`src/rtl/ipmb_receive_frame_queue_macros.svh`:
```
// ----------------------------------------------------------------------------
// IPMB receive frame queue assertion macros
// Clocked assertions on clk_i, held off while rst_ni is low.
// ----------------------------------------------------------------------------
`ifndef IPMB_RECEIVE_FRAME_QUEUE_MACROS_SVH
`define IPMB_RECEIVE_FRAME_QUEUE_MACROS_SVH
`ifndef SYNTH
// property must hold at every clock edge out of reset
`define RFQ_ASSERT(label, prop) \
  label: assert property (@(posedge clk_i) disable iff (!rst_ni) (prop)) \
    else $error("rfq assertion failed");
// boolean condition must never be true
`define RFQ_ASSERT_NEVER(label, cond) `RFQ_ASSERT(label, !(cond))
`else
`define RFQ_ASSERT(label, prop)
`define RFQ_ASSERT_NEVER(label, cond)
`endif
`endif

```
`src/rtl/ipmb_rfq_pkg.sv`:
```
// ----------------------------------------------------------------------------
// IPMB receive frame queue package
// Shared widths, codes, defaults and the configuration struct.
// ----------------------------------------------------------------------------
package ipmb_rfq_pkg;

  // default sizing
  localparam int unsigned QueueDepthDefault = 8;
  localparam int unsigned MaxPayloadDefault = 255;
  localparam int unsigned HEADER_BYTES      = 3;

  // field widths
  localparam int unsigned FUNC_W   = 3;
  localparam int unsigned BYTE_W   = 8;
  localparam int unsigned STATUS_W = 3;
  localparam int unsigned QCNT_W   = 4;
  localparam int unsigned ADDR7_W  = 7;

  // APB
  localparam int unsigned PADDR_W = 3;
  localparam int unsigned PDATA_W = 32;

  // event codes
  typedef enum logic [FUNC_W-1:0] {
    FN_START = 3'd0,
    FN_BYTE  = 3'd1,
    FN_STOP  = 3'd2,
    FN_READ  = 3'd3,
    FN_DROP  = 3'd4
  } func_e;

  // result status codes
  typedef enum logic [STATUS_W-1:0] {
    ST_OK      = 3'd0,
    ST_NACK    = 3'd1,
    ST_FULL    = 3'd2,
    ST_EMPTY   = 3'd3,
    ST_IGNORED = 3'd4
  } status_e;

  // register index (paddr[2])
  typedef enum logic {
    REG_OWN_ADDR     = 1'b0,
    REG_CHECK_HEADER = 1'b1
  } reg_idx_e;

  typedef struct packed {
    logic [ADDR7_W-1:0] own_address;
    logic               check_header;
  } cfg_t;

endpackage

```
`src/rtl/ipmb_rfq_cfg.sv`:
```
// ----------------------------------------------------------------------------
// IPMB receive frame queue register file
// APB port holding the own address and the header check enable.
// ----------------------------------------------------------------------------
module ipmb_rfq_cfg (
  input  logic                              clk_i,
  input  logic                              rst_ni,
  input  logic                              psel,
  input  logic                              penable,
  input  logic                              pwrite,
  input  logic [ipmb_rfq_pkg::PADDR_W-1:0]  paddr,
  input  logic [ipmb_rfq_pkg::PDATA_W-1:0]  pwdata,
  output logic [ipmb_rfq_pkg::PDATA_W-1:0]  prdata,
  output logic                              pready,
  output ipmb_rfq_pkg::cfg_t                cfg_o
);
  import ipmb_rfq_pkg::*;

  logic [ADDR7_W-1:0] own_q, own_d;
  logic               chk_q, chk_d;
  logic               wr_en;
  reg_idx_e           reg_idx;

  assign wr_en   = psel && penable && pwrite;
  assign reg_idx = reg_idx_e'(paddr[2]);

  // write decode
  always_comb begin
    own_d = own_q;
    chk_d = chk_q;
    if (wr_en) begin
      unique case (reg_idx)
        REG_OWN_ADDR:     own_d = pwdata[ADDR7_W-1:0];
        REG_CHECK_HEADER: chk_d = pwdata[0];
        default:          ;
      endcase
    end
  end

  always_ff @(posedge clk_i or negedge rst_ni) begin
    if (!rst_ni) begin
      own_q <= '0;
      chk_q <= 1'b0;
    end else begin
      own_q <= own_d;
      chk_q <= chk_d;
    end
  end

  // read mux
  always_comb begin
    unique case (reg_idx)
      REG_OWN_ADDR:     prdata = {{(PDATA_W-ADDR7_W){1'b0}}, own_q};
      REG_CHECK_HEADER: prdata = {{(PDATA_W-1){1'b0}}, chk_q};
      default:          prdata = '0;
    endcase
  end

  assign pready             = 1'b1;
  assign cfg_o.own_address  = own_q;
  assign cfg_o.check_header = chk_q;

endmodule

```
`config.mk`:
```
export PLATFORM = sky130hd
export DESIGN_NAME = ipmb_rfq_cfg
export DESIGN_NICKNAME = d
export VERILOG_FILES = /design/src/rtl/ipmb_receive_frame_queue_macros.svh /design/src/rtl/ipmb_rfq_pkg.sv /design/src/rtl/ipmb_rfq_cfg.sv
export SDC_FILE = /design/constraint.sdc
export NUM_CORES = 1
export LEC_CHECK = 0
export BUFFER_PORTS_ARGS = -buffer_cell sky130_fd_sc_hd__buf_2
export CAP_MARGIN = 30
export CORE_MARGIN = 2
export CORE_UTILIZATION = 32
export CTS_BUF_LIST = sky130_fd_sc_hd__clkbuf_4 sky130_fd_sc_hd__clkbuf_8 sky130_fd_sc_hd__clkbuf_16
export DETAILED_ROUTE_END_ITERATION = 8
export PLACE_DENSITY = 0.86
export SLEW_MARGIN = 20
export SYNTH_ARGS = -nofsm -noshare
export SYNTH_HDL_FRONTEND = slang
export SYNTH_SLANG_ARGS = --single-unit
```
`constraint.sdc`:
```
create_clock -name clk_i -period 1.2 [get_ports clk_i]
set_input_delay 0.24 -clock clk_i [delete_from_list [all_inputs] [get_ports clk_i]]
set_output_delay 0.24 -clock clk_i [all_outputs]
set_load 0.02 [all_outputs]
```
* Word level (Yosys, flattened, before mapping)
Cells that the tools add are included.
** Cells by class
- Add/subtract/negate cells :: 0
- Multiply operators :: 0
- Div/mod/pow operators :: 0
- Order comparisons :: 0
- Eq/ne operators :: 0
- Shift-type cells :: 0
- Muxes and demuxes :: 1
- Bitwise operators :: 1
- Reductions and logical operators :: 4
** Operators by type and width (number)
- $pmux 32 s2 :: 1
- $reduce_and 2->1 :: 2
- $logic_and 1x1->1 :: 2
- $not 1->1 :: 1
** Word-level totals
- Register bits :: 8
- Bits in latches :: 0
- Memory bits (writable) :: 0
- Bits in read-only memories :: 0
- Bits of input ports :: 40
- Output and inout port bits :: 41
- Memories kept :: 0

* Depth between registers and ports, before layout
- Depth after elaboration :: 3
- Mapped depth :: 2
- Mapped depth without buffers :: 2

* Worst setup path after synthesis
Ideal clock, no wire load.
- Kind :: flip-flop to output port
- Start point :: reg own_q[0]
- End point :: out prdata[0] (netlist name)
- Data arrival time :: 0.778 ns
- Path slack :: 0.182 ns
- Cell stages (with the launch flop) :: 2
- Buffers on the path :: 0
- Cells stage by stage :: dfrtp_1 -> mux2_2
** On the way
- Longest elaborated chain between the ends :: 1
** Ends and longest elaborated chain
- from (decl) :: line ipmb_rfq_cfg.sv:19 : logic [ADDR7_W-1:0] own_q, own_d;
- from (signal assigned) :: line ipmb_rfq_cfg.sv:45 : own_q <= own_d;
- $pmux 32 s2 :: line ipmb_rfq_cfg.sv:52 : unique case (reg_idx)
- to (decl) :: line ipmb_rfq_cfg.sv:13 : output logic [ipmb_rfq_pkg::PDATA_W-1:0] prdata,
Every way passes these cells. The select of a mux whose other input is x is not followed.

* Worst setup path after layout
Same ends and word-level chain as after synthesis.

==> impl_metrics.json <==
{
  "ant_nets": 0,
  "fin_crit_sh": 1.05,
  "ff2ff_setup_slack_ps": 330,
  "switching_share": 0.374,
  "die_h_um": 47.1,
  "die_w_um": 47.1,
  "wl_um": 1040,
  "drv_slew": 0,
  "vias_per_cell": 3.64,
  "cts_buffers": 3,
  "num_rows": 15,
  "cts.path.max_buffers": 2,
  "critPathKind": "reg2out",
  "r2r_end": "own_q[2]",
  "fillers": 165,
  "numPlacedInstances": 103,
  "grt_usage": 0.0991,
  "whs_path_depth": 2,
  "layout.cells.non_filler": 112,
  "wl_per_cell_um": 9.26,
  "antenna_found_initial": 0,
  "min_to": "own_q[1]",
  "pwr-share-comb": 0.489,
  "seq_power_share": 0.330,
  "ir_worst_vdd_mv": 0.543,
  "worstRegToRegCells": 2,
  "htree_num_levels": 1,
  "violations": "negative setup slack",
  "cp_max_fo": 3,
  "gp_congestion": 0.631,
  "dieArea_um2": 2220,
  "clock_skew_ps": 0,
  "cts-root-buf": "clkbuf_4",
  "syn_area_um2": 594,
  "path_clk_slew_ps": 50,
  "portBuffers": 27,
  "internal-power_mw": 0.682,
  "setup_violations": 1,
  "fin_ws_ps": -65.5,
  "drtIter0Drc": 0,
  "synth.distinct_cells": 7,
  "area_growth_pct": 28.2,
  "start_kind": "register",
  "initial_utilization": 0.341,
  "numClockSinks": 8,
  "core_um2": 1750,
  "synth_warnings": 0,
  "drv_cap": 0,
  "min-delay-path-class": "in2reg",
  "grt_pass1_wl_um": 1460,
  "rsz0062_at_grt": "yes",
  "ys_ff_latch": 8,
  "first_global_vias": 350,
  "cp.required_ps": 960,
  "ys_seq_area_frac": 0.337,
  "dp_slack_ps": 32.7,
  "overflow": 0,
  "fin_crit_ps": 1270,
  "drc": 0,
  "dp_hpwl_um": 807,
  "drive_gt1_frac": 0.586,
  "endpoint_kind": "primary output",
  "p_sw_mw": 0.407,
  "cp.arrival_ps": 1030,
  "drtPass1Iterations": 1,
  "insertion_delay_ps": 240,
  "pwr_density_cell_nw_per_um2": 1430,
  "total_leakage_power_nw": 0.433,
  "pwr-share-clk": 0.181,
  "fmax_mhz": 790,
  "diodes": 0,
  "min_from": "pwdata[1]",
  "status": "finished with violations",
  "final_util": 0.437,
  "num_vias": 408,
  "num_io_pins": 81,
  "syn_inst": 54,
  "grt_max_degree": 10,
  "reg2reg_from": "own_q[2]",
  "final_nets": 129,
  "cts_tree": "done",
  "syn_area_per_cell_um2": 11.0,
  "hold_viol_final": 0
}
[timing repair]
action                                  4_1_cts  5_1_grt
setup buffers                                 4        1
resized for setup                            12        2
endpoints found under the setup margin        7        7
hold buffers                                  1        0
hold endpoints to repair                      8        0
[worst max-delay path: stages, from the launching register on]
cell     delay [ps]
dfrtp_1         380
mux2_2          270
buf_6           130
[flip-flops by register name, indices dropped and copies added (netlist names)]
signal / flops
own_q: 7
chk_q: 1
[routing by layer]
metal,global-route usage,part of all wire
met3,0.0615,0.090
met2,0.189,0.54
met4,0.0167,0
met5,0,0
met1,0.0890,0.37
[power groups by stage]
stage	clock network (mW)	logic (mW)	registers, mW
after CTS	0.212	0.518	0.360
final	0.197	0.533	0.359
after global routing	0.221	0.574	0.368
after global placement	0	0.417	0.367
after floorplan	0	0.297	0.434
after detailed placement	0	0.421	0.372
[worst max path at each step]
stage / to / from
final: prdata[0] / own_q[0]
after floorplan: prdata[0] / own_q[0]
after CTS: prdata[0] / own_q[0]
after detailed placement: prdata[0] / paddr[2]
after global placement: prdata[0] / paddr[2]
after global routing: prdata[0] / chk_q
[cell usage in the layout, fill, tap and decap left out]
cell           synthesis  layout
nand4_1                1       1
buf_2                  0      20
mux2_2                 9       9
clkbuf_4               0       3
conb_1                 2      26
buf_4                 27       5
and2b_2                6       6
dlygate4sd3_1          0       1
dfrtp_1                8       8
buf_6                  0       7
nand4b_4               1       1
[per-stage QoR]
stage          total power [mW]  instance area [um^2]  TNS [ps]  hold slack, ps
3_5_place_dp              0.793                   648         0            94.8
4_1_cts                    1.09                   748     -91.9             206
5_1_grt                    1.16                   762      -245             213
6_report                   1.09                   762     -65.5             219
3_3_place_gp              0.784                   648         0            96.7
2_1_floorplan             0.731                   684         0           -55.6
[synth_stat cells]
master	number	area (um^2)
buf_4	27	203
mux2_2	9	101
dfrtp_1	8	200
and2b_2	6	52.6
conb_1	2	7.51
nand4_1	1	6.26
nand4b_4	1	23.8
[logic make-up after synthesis]
| family | share of synthesized area |
|---|---|
| other cells | 0.0126 |
| flops | 0.337 |
| simple gates | 0.139 |
| buf+inv | 0.341 |
| mux | 0.171 |
[cell type report]
| cell class | instances | area, um^2 | area share |
|---|---|---|---|
| Clock buffer | 3 | 22.5 | 0.0296 |
| Sequential cell | 8 | 200 | 0.263 |
| Multi-Input combinational cell | 43 | 282 | 0.369 |
| Timing Repair Buffer | 33 | 226 | 0.297 |
| Tap cell | 25 | 31.3 | 0.0411 |
No activity file was read; power rests on OpenSTA's default activity.
